<file path="src/rtl/core/modbus_rtu_frame_engine_assert.svh">
// Assertion macros shared by the frame engine RTL.
`ifndef MODBUS_RTU_FRAME_ENGINE_ASSERT_SVH
`define MODBUS_RTU_FRAME_ENGINE_ASSERT_SVH

// Implication or plain property, sampled on clock, off during reset.
`define MBRFE_ASSERT(label, prop, msg) \
   label: assert property (@(posedge clock) disable iff (reset) prop) else $error(msg);

// Condition that must never hold.
`define MBRFE_NEVER(label, cond, msg) \
   label: assert property (@(posedge clock) disable iff (reset) !(cond)) else $error(msg);

`endif

</file>
<file path="src/rtl/core/mbrfe_pkg.sv">
// Shared types, constants and the CRC-16 byte update for the frame engine.
package mbrfe_pkg;

   localparam int unsigned MAX_REQUEST_BYTES = 252;
   localparam logic [15:0] CRC_INIT          = 16'hFFFF;
   localparam logic [15:0] CRC_POLY          = 16'hA001;
   localparam logic [7:0]  PAYLOAD_LIMIT     = 8'd250;
   localparam logic [8:0]  COUNT_MAX         = 9'd511;
   localparam logic [8:0]  REPLY_OVERHEAD    = 9'd4;
   localparam logic [6:0]  FUNC_CODE_MASK    = 7'h7F;

   localparam int unsigned MODE_W   = 2;
   localparam int unsigned BYTE_W   = 8;
   localparam int unsigned KIND_W   = 2;
   localparam int unsigned STATUS_W = 3;
   localparam int unsigned CSR_ADDR_W = 2;

   typedef enum logic [MODE_W-1:0] {
      MODE_REQUEST = 2'd0,
      MODE_REPLY   = 2'd1,
      MODE_TIMEOUT = 2'd2,
      MODE_UNUSED  = 2'd3
   } mode_type;

   typedef enum logic [KIND_W-1:0] {
      KIND_TX      = 2'd0,
      KIND_PAYLOAD = 2'd1,
      KIND_STATUS  = 2'd2
   } kind_type;

   typedef enum logic [STATUS_W-1:0] {
      ST_OK           = 3'd0,
      ST_REQUEST_LONG = 3'd1,
      ST_OVERFLOW     = 3'd2,
      ST_NO_REPLY     = 3'd3,
      ST_SHORT        = 3'd4,
      ST_CRC          = 3'd5,
      ST_INVALID      = 3'd6,
      ST_REFUSED      = 3'd7
   } status_type;

   typedef enum logic [CSR_ADDR_W-1:0] {
      CSR_MAX_REPLY_PAYLOAD = 2'd0,
      CSR_CRC_SWAPPED       = 2'd1
   } csr_addr_type;

   typedef struct packed {
      kind_type          kind;
      logic [BYTE_W-1:0] out_byte;
      status_type        status;
      logic              end_of_run;
   } result_type;

   function automatic result_type make_result(kind_type k, logic [BYTE_W-1:0] b,
                                              status_type s, logic eor);
      result_type r;
      r.kind       = k;
      r.out_byte   = b;
      r.status     = s;
      r.end_of_run = eor;
      return r;
   endfunction

   // Reflected CRC-16, one byte, eight shift steps.
   function automatic logic [15:0] crc16_byte(logic [15:0] crc, logic [BYTE_W-1:0] b);
      logic [15:0] c;
      c = crc ^ {8'h00, b};
      for (int k = 0; k < 8; k++) begin
         c = c[0] ? ((c >> 1) ^ CRC_POLY) : (c >> 1);
      end
      return c;
   endfunction

endpackage

</file>
<file path="src/rtl/core/mbrfe_req_if.sv">
// Input channel: one request byte, reply byte or timeout event per beat.
interface mbrfe_req_if;
   logic                               valid;
   logic                               ready;
   logic [mbrfe_pkg::MODE_W-1:0]       mode;
   logic [mbrfe_pkg::BYTE_W-1:0]       data_byte;
   logic                               last;

   modport source (output valid, output mode, output data_byte, output last, input ready);
   modport sink   (input valid, input mode, input data_byte, input last, output ready);
endinterface

</file>
<file path="src/rtl/core/mbrfe_rsp_if.sv">
// Result channel: transmit bytes, reply payload bytes and final status.
interface mbrfe_rsp_if;
   logic                               valid;
   logic                               ready;
   logic [mbrfe_pkg::KIND_W-1:0]       kind;
   logic [mbrfe_pkg::BYTE_W-1:0]       out_byte;
   logic [mbrfe_pkg::STATUS_W-1:0]     status;
   logic                               end_of_run;

   modport source (output valid, output kind, output out_byte, output status,
                   output end_of_run, input ready);
   modport sink   (input valid, input kind, input out_byte, input status,
                   input end_of_run, output ready);
endinterface

</file>
<file path="src/rtl/core/mbrfe_csr_if.sv">
// Configuration write channel.
interface mbrfe_csr_if;
   logic                               valid;
   logic                               ready;
   logic [mbrfe_pkg::CSR_ADDR_W-1:0]   addr;
   logic [mbrfe_pkg::BYTE_W-1:0]       wdata;

   modport source (output valid, output addr, output wdata, input ready);
   modport sink   (input valid, input addr, input wdata, output ready);
endinterface

</file>
<file path="src/rtl/core/modbus_rtu_frame_engine.sv">
// Modbus RTU frame engine: request CRC append and reply check, one byte per beat.
// Takes one input beat per cycle while each beat yields one result and output is
// free; results pass the bundle, then the output register. A final request byte
// yields up to three results (byte plus two CRC bytes), a last reply byte up to two;
// these leave via the single output register one per cycle when free, and the input
// stalls till the last leaves. Byte count, CRC and latched fields update at input
// acceptance, so back-to-back bytes of one frame need no bypass. No clearing pass
// after reset. Config writes are always taken (csr_chan.ready is tied high).
module modbus_rtu_frame_engine (
   input logic        clock,
   input logic        reset,
   mbrfe_req_if.sink  req_chan,
   mbrfe_rsp_if.source rsp_chan,
   mbrfe_csr_if.sink  csr_chan
);

   // Config
   logic [7:0]  max_payload_ff, max_payload_in;
   logic        crc_swapped_ff, crc_swapped_in;

   // Frame state
   logic [15:0] running_crc_ff, running_crc_in;
   logic [15:0] crc_hist0_ff, crc_hist0_in;
   logic [15:0] crc_hist1_ff, crc_hist1_in;
   logic [8:0]  byte_count_ff, byte_count_in;
   logic [7:0]  lat_addr_ff, lat_addr_in;
   logic [7:0]  lat_func_ff, lat_func_in;
   logic [7:0]  rep_addr_ff, rep_addr_in;
   logic [7:0]  rep_func_ff, rep_func_in;
   logic [7:0]  dly0_ff, dly0_in;
   logic [7:0]  dly1_ff, dly1_in;

   // Result bundle of the latest item, drained from entry 0
   mbrfe_pkg::result_type bund_ff [3];
   mbrfe_pkg::result_type bund_in [3];
   logic [1:0]  bund_cnt_ff, bund_cnt_in;

   // Output register
   mbrfe_pkg::result_type rsp_ff, rsp_in;
   logic        rsp_valid_ff, rsp_valid_in;

   logic        out_free;
   logic        pop;
   logic        accept;
   logic [15:0] new_crc;
   logic [8:0]  count_next;
   logic [7:0]  m_eff;
   logic [8:0]  m_limit;
   logic        emit;
   logic [7:0]  crc_lo;
   logic [7:0]  crc_hi;
   logic [7:0]  chk_first;
   logic [7:0]  chk_second;
   logic [7:0]  raddr_eff;
   logic [7:0]  rfunc_eff;
   mbrfe_pkg::status_type reply_st;

   assign out_free = !rsp_valid_ff || rsp_chan.ready;
   assign pop      = (bund_cnt_ff != 2'd0) && out_free;
   assign req_chan.ready = (bund_cnt_ff == 2'd0) || ((bund_cnt_ff == 2'd1) && out_free);
   assign accept   = req_chan.valid && req_chan.ready;
   assign csr_chan.ready = 1'b1;

   assign new_crc    = mbrfe_pkg::crc16_byte(running_crc_ff, req_chan.data_byte);
   assign count_next = (byte_count_ff == mbrfe_pkg::COUNT_MAX) ? byte_count_ff
                                                               : byte_count_ff + 9'd1;
   assign m_eff      = (max_payload_ff > mbrfe_pkg::PAYLOAD_LIMIT) ? mbrfe_pkg::PAYLOAD_LIMIT
                                                                   : max_payload_ff;
   assign m_limit    = {1'b0, m_eff} + mbrfe_pkg::REPLY_OVERHEAD;
   assign emit       = (byte_count_ff >= mbrfe_pkg::REPLY_OVERHEAD) &&
                       (byte_count_ff < m_limit);
   assign crc_lo     = new_crc[7:0];
   assign crc_hi     = new_crc[15:8];
   // Received CRC is checked against the CRC before the two latest bytes
   assign chk_first  = crc_swapped_ff ? crc_hist0_ff[7:0] : crc_hist0_ff[15:8];
   assign chk_second = crc_swapped_ff ? crc_hist0_ff[15:8] : crc_hist0_ff[7:0];
   assign raddr_eff  = (byte_count_ff == 9'd0) ? req_chan.data_byte : rep_addr_ff;
   assign rfunc_eff  = (byte_count_ff == 9'd1) ? req_chan.data_byte : rep_func_ff;

   always_comb begin
      if (count_next > m_limit) begin
         reply_st = mbrfe_pkg::ST_OVERFLOW;
      end else if (count_next < mbrfe_pkg::REPLY_OVERHEAD) begin
         reply_st = mbrfe_pkg::ST_SHORT;
      end else if ((dly0_ff != chk_first) || (req_chan.data_byte != chk_second)) begin
         reply_st = mbrfe_pkg::ST_CRC;
      end else if ((raddr_eff != lat_addr_ff) &&
                   (((rfunc_eff[6:0] ^ lat_func_ff[6:0]) &
                     mbrfe_pkg::FUNC_CODE_MASK) != 7'd0)) begin
         reply_st = mbrfe_pkg::ST_INVALID;
      end else if (rfunc_eff != lat_func_ff) begin
         reply_st = mbrfe_pkg::ST_REFUSED;
      end else begin
         reply_st = mbrfe_pkg::ST_OK;
      end
   end

   // Config writes
   always_comb begin
      max_payload_in = max_payload_ff;
      crc_swapped_in = crc_swapped_ff;
      if (csr_chan.valid) begin
         case (csr_chan.addr)
            mbrfe_pkg::CSR_MAX_REPLY_PAYLOAD: max_payload_in = csr_chan.wdata;
            mbrfe_pkg::CSR_CRC_SWAPPED:       crc_swapped_in = csr_chan.wdata[0];
            default: ;
         endcase
      end
   end

   // Frame state and result bundle
   always_comb begin
      running_crc_in = running_crc_ff;
      crc_hist0_in   = crc_hist0_ff;
      crc_hist1_in   = crc_hist1_ff;
      byte_count_in  = byte_count_ff;
      lat_addr_in    = lat_addr_ff;
      lat_func_in    = lat_func_ff;
      rep_addr_in    = rep_addr_ff;
      rep_func_in    = rep_func_ff;
      dly0_in        = dly0_ff;
      dly1_in        = dly1_ff;
      bund_in[0]     = bund_ff[0];
      bund_in[1]     = bund_ff[1];
      bund_in[2]     = bund_ff[2];
      bund_cnt_in    = bund_cnt_ff;

      if (pop) begin
         bund_in[0]  = bund_ff[1];
         bund_in[1]  = bund_ff[2];
         bund_cnt_in = bund_cnt_ff - 2'd1;
      end

      if (accept) begin
         bund_cnt_in = 2'd0;
         if ((req_chan.mode == mbrfe_pkg::MODE_REQUEST) ||
             (req_chan.mode == mbrfe_pkg::MODE_REPLY)) begin
            crc_hist1_in   = crc_hist0_ff;
            crc_hist0_in   = running_crc_ff;
            running_crc_in = new_crc;
            dly1_in        = dly0_ff;
            dly0_in        = req_chan.data_byte;
            byte_count_in  = count_next;
         end
         case (req_chan.mode)
            mbrfe_pkg::MODE_REQUEST: begin
               if (byte_count_ff == 9'd0) begin
                  lat_addr_in = req_chan.data_byte;
               end else if (byte_count_ff == 9'd1) begin
                  lat_func_in = req_chan.data_byte;
               end
               bund_in[0]  = mbrfe_pkg::make_result(mbrfe_pkg::KIND_TX, req_chan.data_byte,
                                                    mbrfe_pkg::ST_OK, !req_chan.last);
               bund_cnt_in = 2'd1;
               if (req_chan.last) begin
                  if (count_next > 9'(mbrfe_pkg::MAX_REQUEST_BYTES)) begin
                     bund_in[1]  = mbrfe_pkg::make_result(mbrfe_pkg::KIND_STATUS, 8'd0,
                                                          mbrfe_pkg::ST_REQUEST_LONG, 1'b1);
                     bund_cnt_in = 2'd2;
                  end else begin
                     bund_in[1]  = mbrfe_pkg::make_result(mbrfe_pkg::KIND_TX,
                                      crc_swapped_ff ? crc_lo : crc_hi,
                                      mbrfe_pkg::ST_OK, 1'b0);
                     bund_in[2]  = mbrfe_pkg::make_result(mbrfe_pkg::KIND_TX,
                                      crc_swapped_ff ? crc_hi : crc_lo,
                                      mbrfe_pkg::ST_OK, 1'b1);
                     bund_cnt_in = 2'd3;
                  end
               end
            end
            mbrfe_pkg::MODE_REPLY: begin
               rep_addr_in = raddr_eff;
               rep_func_in = rfunc_eff;
               if (emit) begin
                  // payload runs two bytes behind, so the CRC bytes never go out
                  bund_in[0]  = mbrfe_pkg::make_result(mbrfe_pkg::KIND_PAYLOAD, dly1_ff,
                                                       mbrfe_pkg::ST_OK, !req_chan.last);
                  bund_in[1]  = mbrfe_pkg::make_result(mbrfe_pkg::KIND_STATUS, 8'd0,
                                                       reply_st, 1'b1);
                  bund_cnt_in = req_chan.last ? 2'd2 : 2'd1;
               end else begin
                  bund_in[0]  = mbrfe_pkg::make_result(mbrfe_pkg::KIND_STATUS, 8'd0,
                                                       reply_st, 1'b1);
                  bund_cnt_in = req_chan.last ? 2'd1 : 2'd0;
               end
            end
            mbrfe_pkg::MODE_TIMEOUT: begin
               bund_in[0]  = mbrfe_pkg::make_result(mbrfe_pkg::KIND_STATUS, 8'd0,
                                                    mbrfe_pkg::ST_NO_REPLY, 1'b1);
               bund_cnt_in = 2'd1;
            end
            default: ;
         endcase

         if ((req_chan.mode == mbrfe_pkg::MODE_TIMEOUT) ||
             (req_chan.last && ((req_chan.mode == mbrfe_pkg::MODE_REQUEST) ||
                                (req_chan.mode == mbrfe_pkg::MODE_REPLY)))) begin
            running_crc_in = mbrfe_pkg::CRC_INIT;
            crc_hist0_in   = mbrfe_pkg::CRC_INIT;
            crc_hist1_in   = mbrfe_pkg::CRC_INIT;
            byte_count_in  = 9'd0;
            dly0_in        = 8'd0;
            dly1_in        = 8'd0;
         end
      end
   end

   // Output register
   always_comb begin
      rsp_in       = rsp_ff;
      rsp_valid_in = rsp_valid_ff;
      if (pop) begin
         rsp_in       = bund_ff[0];
         rsp_valid_in = 1'b1;
      end else if (rsp_chan.ready) begin
         rsp_valid_in = 1'b0;
      end
   end

   always_ff @(posedge clock) begin
      if (reset) begin
         max_payload_ff <= mbrfe_pkg::PAYLOAD_LIMIT;
         crc_swapped_ff <= 1'b1;
         running_crc_ff <= mbrfe_pkg::CRC_INIT;
         crc_hist0_ff   <= mbrfe_pkg::CRC_INIT;
         crc_hist1_ff   <= mbrfe_pkg::CRC_INIT;
         byte_count_ff  <= 9'd0;
         lat_addr_ff    <= 8'd0;
         lat_func_ff    <= 8'd0;
         rep_addr_ff    <= 8'd0;
         rep_func_ff    <= 8'd0;
         dly0_ff        <= 8'd0;
         dly1_ff        <= 8'd0;
         bund_cnt_ff    <= 2'd0;
         rsp_valid_ff   <= 1'b0;
      end else begin
         max_payload_ff <= max_payload_in;
         crc_swapped_ff <= crc_swapped_in;
         running_crc_ff <= running_crc_in;
         crc_hist0_ff   <= crc_hist0_in;
         crc_hist1_ff   <= crc_hist1_in;
         byte_count_ff  <= byte_count_in;
         lat_addr_ff    <= lat_addr_in;
         lat_func_ff    <= lat_func_in;
         rep_addr_ff    <= rep_addr_in;
         rep_func_ff    <= rep_func_in;
         dly0_ff        <= dly0_in;
         dly1_ff        <= dly1_in;
         bund_cnt_ff    <= bund_cnt_in;
         rsp_valid_ff   <= rsp_valid_in;
      end
   end

   always_ff @(posedge clock) begin
      bund_ff[0] <= bund_in[0];
      bund_ff[1] <= bund_in[1];
      bund_ff[2] <= bund_in[2];
      rsp_ff     <= rsp_in;
   end

   assign rsp_chan.valid      = rsp_valid_ff;
   assign rsp_chan.kind       = rsp_ff.kind;
   assign rsp_chan.out_byte   = rsp_ff.out_byte;
   assign rsp_chan.status     = rsp_ff.status;
   assign rsp_chan.end_of_run = rsp_ff.end_of_run;

`include "modbus_rtu_frame_engine_assert.svh"

   // a new beat only lands once the previous bundle is out or leaving now
   `MBRFE_ASSERT(a_accept_room,
      accept |-> (bund_cnt_ff == 2'd0) || (bund_cnt_ff == 2'd1 && out_free),
      "input beat taken over a pending bundle")
   // a result that does not end its run must have its followers queued
   `MBRFE_ASSERT(a_run_continues,
      (rsp_valid_ff && !rsp_ff.end_of_run) |-> (bund_cnt_ff != 2'd0),
      "run cut short in result path")
   // frame end restarts the count
   `MBRFE_ASSERT(a_restart,
      (accept && (req_chan.mode == mbrfe_pkg::MODE_TIMEOUT ||
                  (req_chan.last && req_chan.mode != mbrfe_pkg::MODE_UNUSED)))
         |=> (byte_count_ff == 9'd0),
      "frame end did not restart count")
   `MBRFE_NEVER(a_status_byte,
      rsp_valid_ff && rsp_ff.kind == mbrfe_pkg::KIND_STATUS && rsp_ff.out_byte != 8'd0,
      "status beat with nonzero byte")

endmodule
</file>
<file path="src/flat_wrapper.sv">
// flat-port wrapper written by rule: the top's interface ports become plain ports
module modbus_rtu_frame_engine_flat 
  (clock, reset, req_chan_valid, req_chan_mode, req_chan_data_byte, req_chan_last, req_chan_ready, rsp_chan_valid, rsp_chan_kind, rsp_chan_out_byte, rsp_chan_status, rsp_chan_end_of_run, rsp_chan_ready, csr_chan_valid, csr_chan_addr, csr_chan_wdata, csr_chan_ready);
  mbrfe_req_if req_chan_i ();
  mbrfe_rsp_if rsp_chan_i ();
  mbrfe_csr_if csr_chan_i ();
  input logic clock;
  input logic reset;
  input wire logic [$bits(req_chan_i.valid)-1:0] req_chan_valid;
  input wire logic [$bits(req_chan_i.mode)-1:0] req_chan_mode;
  input wire logic [$bits(req_chan_i.data_byte)-1:0] req_chan_data_byte;
  input wire logic [$bits(req_chan_i.last)-1:0] req_chan_last;
  output wire logic [$bits(req_chan_i.ready)-1:0] req_chan_ready;
  output wire logic [$bits(rsp_chan_i.valid)-1:0] rsp_chan_valid;
  output wire logic [$bits(rsp_chan_i.kind)-1:0] rsp_chan_kind;
  output wire logic [$bits(rsp_chan_i.out_byte)-1:0] rsp_chan_out_byte;
  output wire logic [$bits(rsp_chan_i.status)-1:0] rsp_chan_status;
  output wire logic [$bits(rsp_chan_i.end_of_run)-1:0] rsp_chan_end_of_run;
  input wire logic [$bits(rsp_chan_i.ready)-1:0] rsp_chan_ready;
  input wire logic [$bits(csr_chan_i.valid)-1:0] csr_chan_valid;
  input wire logic [$bits(csr_chan_i.addr)-1:0] csr_chan_addr;
  input wire logic [$bits(csr_chan_i.wdata)-1:0] csr_chan_wdata;
  output wire logic [$bits(csr_chan_i.ready)-1:0] csr_chan_ready;
  assign req_chan_i.valid = req_chan_valid;
  assign req_chan_i.mode = req_chan_mode;
  assign req_chan_i.data_byte = req_chan_data_byte;
  assign req_chan_i.last = req_chan_last;
  assign req_chan_ready = req_chan_i.ready;
  assign rsp_chan_valid = rsp_chan_i.valid;
  assign rsp_chan_kind = rsp_chan_i.kind;
  assign rsp_chan_out_byte = rsp_chan_i.out_byte;
  assign rsp_chan_status = rsp_chan_i.status;
  assign rsp_chan_end_of_run = rsp_chan_i.end_of_run;
  assign rsp_chan_i.ready = rsp_chan_ready;
  assign csr_chan_i.valid = csr_chan_valid;
  assign csr_chan_i.addr = csr_chan_addr;
  assign csr_chan_i.wdata = csr_chan_wdata;
  assign csr_chan_ready = csr_chan_i.ready;
  modbus_rtu_frame_engine u_core (.clock(clock), .reset(reset), .req_chan(req_chan_i), .rsp_chan(rsp_chan_i), .csr_chan(csr_chan_i));
endmodule
</file>
<file path="config.mk">
export PLATFORM = sky130hd
export DESIGN_NAME = modbus_rtu_frame_engine_flat
export DESIGN_NICKNAME = d
export VERILOG_FILES = /design/src/rtl/core/mbrfe_pkg.sv /design/src/rtl/core/mbrfe_req_if.sv /design/src/rtl/core/mbrfe_rsp_if.sv /design/src/rtl/core/mbrfe_csr_if.sv /design/src/rtl/core/modbus_rtu_frame_engine.sv /design/src/flat_wrapper.sv
export VERILOG_INCLUDE_DIRS = /design/src /design/src/rtl/core
export SDC_FILE = /design/constraint.sdc
export NUM_CORES = 1
export LEC_CHECK = 0
export BUFFER_PORTS_ARGS = -buffer_cell sky130_fd_sc_hd__buf_4
export CAP_MARGIN = 10
export CELL_PAD_IN_SITES_DETAIL_PLACEMENT = 1
export CELL_PAD_IN_SITES_GLOBAL_PLACEMENT = 2
export CORE_UTILIZATION = 35
export CTS_CLUSTER_SIZE = 12
export DETAILED_ROUTE_END_ITERATION = 10
export PLACE_DENSITY_LB_ADDON = 0.05
export SETUP_SLACK_MARGIN = 0.3
export SLEW_MARGIN = 20
export SYNTH_ARGS = -nofsm -noshare
export SYNTH_HDL_FRONTEND = slang
export SYNTH_SLANG_ARGS = --single-unit
</file>
<file path="constraint.sdc">
create_clock -name clock -period 3.55 [get_ports clock]
set_clock_uncertainty 0.05 [all_clocks]
set_input_delay 0 -clock clock [delete_from_list [all_inputs] [get_ports clock]]
set_output_delay 0 -clock clock [all_outputs]
set_load 0.1 [all_outputs]
</file>
==> results of run 1 <==
==> cell families after synthesis <==
kind of cell               count (synthesis)  synth area share [%]
and+or+nand+nor                          303                  19.3
AOI/OAI and AO/OA                        220                  19.8
DFF                                      146                  40.1
buffers and inverters                     84                  4.52
xor gates and xnor gates                  52                  6.22
muxes                                     49                  6.28
adders and majority gates                 23                  3.68
other                                      1                0.0479
==> power breakdown <==
group,internal (W),switching (W),leakage (nW)
Clock,0.000969,0.000837,0.289
Combinational,0.000643,0.00157,2.36
Sequential,0.00201,0.000156,1.22
==> state kept, by name, summed over array words and instances (netlist names) <==
signal                      count
u_core.bund_ff                 36
u_core.dly1_ff                  8
u_core.crc_swapped_ff           1
u_core.rep_func_ff              8
u_core.rsp_chan.end_of_run      1
u_core.byte_count_ff            9
u_core.rsp_chan.kind            2
u_core.lat_addr_ff              8
u_core.lat_func_ff              8
u_core.crc_hist0_ff            16
u_core.bund_cnt_ff              2
u_core.rsp_chan.valid           1
u_core.rsp_chan.status          3
u_core.dly0_ff                  8
u_core.max_payload_ff           8
u_core.running_crc_ff          11
u_core.rsp_chan.out_byte        8
u_core.rep_addr_ff              8
==> through the flow <==
step / cell area [um^2] / utilization (%) / std cells
after floorplan: 7830 / - / 878
after global placement: 8540 / 39.0 / 1179
after detailed placement: 8540 / 39.0 / 1179
after CTS: 9430 / 43.1 / 1237
after global routing: 9550 / 43.6 / 1240
final: 9550 / 43.6 / 1240
==> metal layers <==
| layer | track usage [%] | wire, um | vias up |
|---|---|---|---|
| met2 | 37.1 | 11800 | 106 |
| met5 | 0 | 0 | - |
| met4 | 6.58 | 349 | 0 |
| met3 | 3.29 | 686 | 26 |
| li1 | - | - | 3311 |
| met1 | 30.7 | 12300 | 3351 |
==> cell type report <==
cell class / instances / area (um^2)
multi-input combinational: 648 / 4490
clock buffer: 18 / 450
tap: 280 / 350
sequential: 146 / 3160
timing repair buffer: 112 / 903
fill: 2510 / 12300
clock inverter: 14 / 124
inverter: 22 / 82.6
==> worst register-to-register path: stages, from the launching register on <==
cell and delay, ns:
dfxtp_1 0.38, buf_4 0.18, and3_4 0.23, o2111ai_1 0.14, xnor2_1 0.15, buf_4 0.15, ha_1 0.31, o21a_1 0.17
o22a_1 0.17, o211ai_1 0.17, nor2_2 0.15, o41ai_2 0.33, buf_4 0.16, o31ai_2 0.09, a311oi_2 0.22
==> cells in the final DEF, fill, tap and decap left out, types with 4 or more instances in the layout <==
master / count
nand2b_1: 15
nor4_1: 5
nand4_1: 6
and3_1: 7
o22ai_1: 17
dfxtp_2: 5
nand2_1: 86
mux2i_1: 48
a21o_1: 6
buf_4: 88
xor2_1: 19
dlygate4sd3_1: 22
o21ai_0: 25
a21oi_1: 44
nand3_1: 20
o211ai_1: 5
inv_6: 8
a31oi_1: 13
and2_1: 4
nor2_1: 85
clkbuf_16: 18
o2111ai_1: 5
a221oi_1: 9
nor2b_1: 13
edfxtp_1: 22
o21bai_1: 16
ha_1: 19
o21ai_1: 4
nor3_1: 22
inv_1: 21
a22oi_1: 23
dfxtp_1: 117
or2_2: 4
xnor2_1: 29
a211o_1: 8
==> worst paths after layout <==
kind	startpoint	end	slack [ns]	depth (start not counted)
min reg2reg	u_core.bund_ff[0][12]	u_core.rsp_chan.kind[0]	0.38	0
min	csr_chan_addr[1]	u_core.max_payload_ff[0]	0.04	5
max reg2reg	u_core.byte_count_ff[0]	u_core.bund_ff[0][1]	0.43	14
max	u_core.byte_count_ff[0]	u_core.bund_ff[0][1]	0.43	14
==> timing repair <==
item,CTS,global route
hold endpoints to repair,56,0
setup buffers,4,3
pin swaps,7,13
endpoints found under the setup margin,30,28
hold buffers,22,0
resized for setup,23,19
==> run metrics, run 1 <==
Synthesis Warnings=0; Vert. Die Dim=152 um; Via density=5.48; Cell Area, Synth=0.00783 mm^2; Buf/Inv on CP=3; Area Overhead vs Synth=22.0%; core area=around 0.022 mm^2; Post-synth top cells=dfxtp_1, nand2_1, nor2_1; row cnt=between 50 and 60; Hold WS=0.0448 ns; Final Setup Violations=0; crit-path most repeated cell=buf_4; PD cells=647 mW/mm^2; max incr delay on CP=0.38 ns; DRT Pass-1 Iters=5; Final Cycle Share=between 80% and 90%; Post-synth EDFFs=22; worst-path fanout max=6; Slowest-stage cell, CP=dfxtp_1; final worst slack=0.432 ns; Synth top area share=31.7%; CP Launch Type=flop; total chip power=0.00618 W; Initial Util=between 30% and 40%; Placer Congestion=0.844; CTS tree=yes; delay-heaviest family, CP=compound AO/OA/AOI/OAI gates; die area=0.0230 mm^2; starting DRC count in detailed routing=348; Worst-Margin Slew=roughly 1.0 ns; Yosys reg bits=146; largest net degree at the start of global routing=98; critical path class=reg2reg; Max Fclk=0.321 GHz; final net count=approximately 1000; remaining global-route overflow=0; Setup crit end kind=flop; crit path DAT=3.41 ns; RSZ-0062 raised after global routing=no; Fin Setup TNS=0 ns; WP data required=3.84 ns; dpl hpwl=~18000 um; PortBufs=41; CTS Buf Count=17; clock transition at the registers of the reported paths=approximately 0.060 ns; GRT Util Overall=22.6%; Ports=43; Vias=6794; Worst slew margin=30.2%; count of pins over their slew limit=0; wire per inst=a little over 20 um; CP Cell Sequence=buf_4 -> and3_4 -> o2111ai_1 -> xnor2_1 -> buf_4 -> ha_1 -> o21a_1 -> o22a_1 -> o211ai_1 -> nor2_2 -> o41ai_2 -> buf_4 -> o31ai_2 -> a311oi_2; initial antenna violation count=0; H-tree depth=4; status=completed; CTS root buf=clkbuf_16; count leader, synth=dfxtp_1; top flip-flop cell by instance count after synthesis=dfxtp_1; Yosys top cell by area=dfxtp_1; Die X=152 um; dpl ws=-0.171 ns; fraction of layout cells with a size suffix above 1=approximately a fifth; Leak Pwr=3.86 nW; count of final hold-check violations=0; worst vdd ir=0.402 mV; DRC=0; number of global-route vias before repair=6763; ANT cells=0; Syn Nets=927; CTS sink count=146; Final Critical Period=3.12 ns; syn avg cell area=8.92 um^2; Mapped Cells=about 880; Distinct cells, synth=a little over 80; Max Cap Viol=0; post-synthesis sequential area ratio=between 40 and 50%; antenna-violating nets left=0; Total Wirelength=25100 um; first-pass GRT wire length=39000 um; largest cells by area after synthesis=dfxtp_1, edfxtp_1, mux2i_1, nand2_1, nor2_1; clock buffer depth=2; ys async rst share=0%; Skew-Pair Late Insertion Delay=0.44 ns; Hold Crit Class=in2reg
Power figures use the tool's default switching activity.
==> run 2: changes to the inputs <==
--- a/config.mk
+++ b/config.mk
@@ -6,13 +6,13 @@
 export SDC_FILE = /design/constraint.sdc
 export NUM_CORES = 1
 export LEC_CHECK = 0
-export BUFFER_PORTS_ARGS = -buffer_cell sky130_fd_sc_hd__buf_4
 export CAP_MARGIN = 10
 export CELL_PAD_IN_SITES_DETAIL_PLACEMENT = 1
 export CELL_PAD_IN_SITES_GLOBAL_PLACEMENT = 2
-export CORE_UTILIZATION = 35
+export CORE_UTILIZATION = 36
 export CTS_CLUSTER_SIZE = 12
 export DETAILED_ROUTE_END_ITERATION = 10
+export DONT_BUFFER_PORTS = 1
 export PLACE_DENSITY_LB_ADDON = 0.05
 export SETUP_SLACK_MARGIN = 0.3
 export SLEW_MARGIN = 20
==> run 2 against run 1 <==
Compared with the run above:
- sequential cell count did not move
- critical path type unchanged
- hold slack got worse by 0.040 ns
- combinational power fell by 31%
- maximum frequency fell by 1.6%
- non-clock buffer count fell by 26
- setup slack got worse by 0.050 ns
- core utilization rose by 0.86 points
- count of clock-buffer cells in the layout fell by 1
- sequential power rose by 27%
- first-iteration DRC count fell by 9.8%
- die area fell by 2.7%
- highest routed layer unchanged
- cell count fell by 2.5%
==> run metrics, run 2 (synthesized netlist as in run 1, its figures left out) <==
Worst-Margin Slew=0.902 ns (-0.146 ns); Total Wirelength=26300 um (+5.0%); CP Launch Type=flop; total chip power=0.00602 W (-2.6%); Area Overhead vs Synth=20.2%; starting DRC count in detailed routing=314 (-9.8%); Buf/Inv on CP=1 (-2); Max Fclk=0.316 GHz (-1.6%); Final Critical Period=3.17 ns (+0.0498 ns); Critical path origin=u_core.byte_count_ff[1]; Max Cap Viol=0 (unchanged); fraction of layout cells with a size suffix above 1=15.3% (-3.8 points); H-tree depth=4 (unchanged); Largest register FFs=36 (unchanged); crit path DAT=3.46 ns (+0.05 ns); fin util=44.5% (+0.86 points); antenna-violating nets left=0 (unchanged); CTS root buf=clkbuf_16; RR Endpoint=u_core.bund_ff[0][1]; Setup crit end kind=flop; Final Setup Violations=0 (unchanged); Hold Crit Class=in2reg; commonest non-fill, non-tap cell in the layout=dfxtp_1; commonest cells after routing, fill and taps aside=dfxtp_1, nand2_1, nor2_1, mux2i_1, buf_4; wire per inst=21.8 um (+7.7%); Hold WS=0.00444 ns (-0.0404 ns); Ports=43 (unchanged); critical path class=reg2reg; worst-path fanout max=6 (unchanged); CTS Buf Count=17 (unchanged); reg-to-reg slack, setup=0.38 ns (-0.05 ns); first-pass GRT wire length=40900 um (+4.9%); DRT Pass-1 Iters=6 (+1); count of pins over their slew limit=0 (unchanged); GRT Util Overall=24.3% (+1.7 points); Initial Util=37.0% (+1.2 points); cell depth of the worst flop-to-flop path=14 (unchanged); RSZ-0062 raised after global routing=yes; Final Cycle Share=89.2% (+1.4 points); final net count=970 (-2.6%); WP data required=3.85 ns (about the same); Critical Path Sink=u_core.bund_ff[0][1]; Via density=5.70 (+4.0%); number of global-route vias before repair=7034 (+4.0%); Top Registers=u_core.bund_ff: 36 flops, u_core.crc_hist0_ff: 16 flops, u_core.running_crc_ff: 11 flops; Skew-Pair Late Insertion Delay=0.44 ns (about the same); CTS sink count=146 (unchanged); Placer Congestion=0.858 (+1.6%); CP Cell Sequence=ha_2 -> and4_2 -> nand2b_4 -> nand2_1 -> o21ai_0 -> ha_1 -> nand4_1 -> o22a_1 -> o211ai_1 -> buf_4 -> a21boi_2 -> o41ai_4 -> o31ai_2 -> a311oi_2; remaining global-route overflow=0 (unchanged); worst vdd ir=0.242 mV (-40%); die area=0.0223 mm^2 (-2.7%); Reg with most FFs=u_core.bund_ff; Worst slew margin=39.6% (+9.4 points); Fin Setup TNS=0 ns (unchanged); Leak Pwr=3.72 nW (-3.6%); DRC=0 (unchanged); max incr delay on CP=0.40 ns (+0.02 ns); Reg-to-Reg Start=u_core.byte_count_ff[1]; Die X=149 um (-1.4%); clock buffer depth=2 (unchanged); CP Depth=14 (unchanged); Vias=6886 (+1.4%); CTS tree=yes; PD cells=640 mW/mm^2 (-1.2%); PortBufs=0 (-100%); row cnt=53 (-1.9%); Vert. Die Dim=149 um (-1.4%); initial antenna violation count=0 (unchanged); count of final hold-check violations=0 (unchanged); dpl hpwl=17800 um (-1.4%); status=completed; core area=0.0212 mm^2 (-3.4%); largest net degree at the start of global routing=98 (unchanged); ANT cells=0 (unchanged); Slowest-stage cell, CP=o41ai_4; clock transition at the registers of the reported paths=0.07 ns (about the same); delay-heaviest family, CP=compound AO/OA/AOI/OAI gates
[run 2: cell types whose count changed in the layout (fill, tap and decap cells not counted), sizes merged]
| cell | delta |
|---|---|
| clkinvlp | +1 |
| dlygate4sd3 | +16 |
| inv | -2 |
| clkbuf | -1 |
| buf | -42 |
| clkinv | +2 |
[run 2: cell type report]
cell class | instances | area, um^2
Clock buffer | 17 | 425
Clock inverter | 15 | 136
Fill cell | 2433 | 11700
Inverter | 22 | 82.6
Multi-Input combinational cell | 648 | 4510
Sequential cell | 146 | 3150
Tap cell | 275 | 344
Timing Repair Buffer | 86 | 764
[run 2: worst register-to-register path, cell delays in order (launching register included)]
cell	delay, ns
dfxtp_1	0.35
ha_2	0.23
and4_2	0.30
nand2b_4	0.10
nand2_1	0.08
o21ai_0	0.08
ha_1	0.29
nand4_1	0.18
o22a_1	0.26
o211ai_1	0.09
buf_4	0.15
a21boi_2	0.07
o41ai_4	0.40
o31ai_2	0.18
a311oi_2	0.26
[run 2: power breakdown]
part / internal [W] / switching, W / total (W)
combinational: 0.000545 / 0.000971 / 0.00152
clock: 0.000925 / 0.000829 / 0.00175
sequential: 0.00202 / 0.000733 / 0.00275
[run 2: how the worst min path moves through the flow]
stage | from | cells past startpoint | slack, ns | to
CTS | req_chan_mode[0] | 3 | 0.008 | u_core.rep_addr_ff[6]
finish | req_chan_mode[0] | 3 | 0.004 | u_core.rep_addr_ff[5]
global route | req_chan_valid | 2 | 0.01 | u_core.bund_ff[0][12]
detailed placement | reset | 1 | 0.03 | u_core.lat_func_ff[1]
floorplan | csr_chan_wdata[1] | 1 | 0.07 | u_core.max_payload_ff[1]
global placement | reset | 1 | 0.03 | u_core.max_payload_ff[0]
[run 2: what timing repair did]
item                                   in CTS  in global routing
pin swaps                                   5                 11
hold buffers                               39                  0
setup endpoints to repair                  30                 26
gates cloned                                0                  0
resized for setup                          10                 32
endpoints found under the hold margin     132                  0
buffers inserted                            4                  3
[run 2: routing by layer]
layer | track usage [%] | wire length [um] | part of all wire, % | vias to the layer above
met5 | 0 | 0 | 0 | -
met4 | 8.78 | 488 | 1.9 | 0
met3 | 4.21 | 872 | 3.3 | 38
met2 | 39.9 | 12600 | 48 | 137
met1 | 31.7 | 12300 | 47 | 3461
li1 | - | - | - | 3250
[run 2: stage by stage]
step                instances  setup slack (ns)  area (um^2)
floorplan                 878             0.332         7830
detailed placement       1131            -0.135         8210
global placement         1131           -0.0422         8210
finish                   1209             0.382         9410
CTS                      1206             0.322         9260
global route             1209             0.249         9410
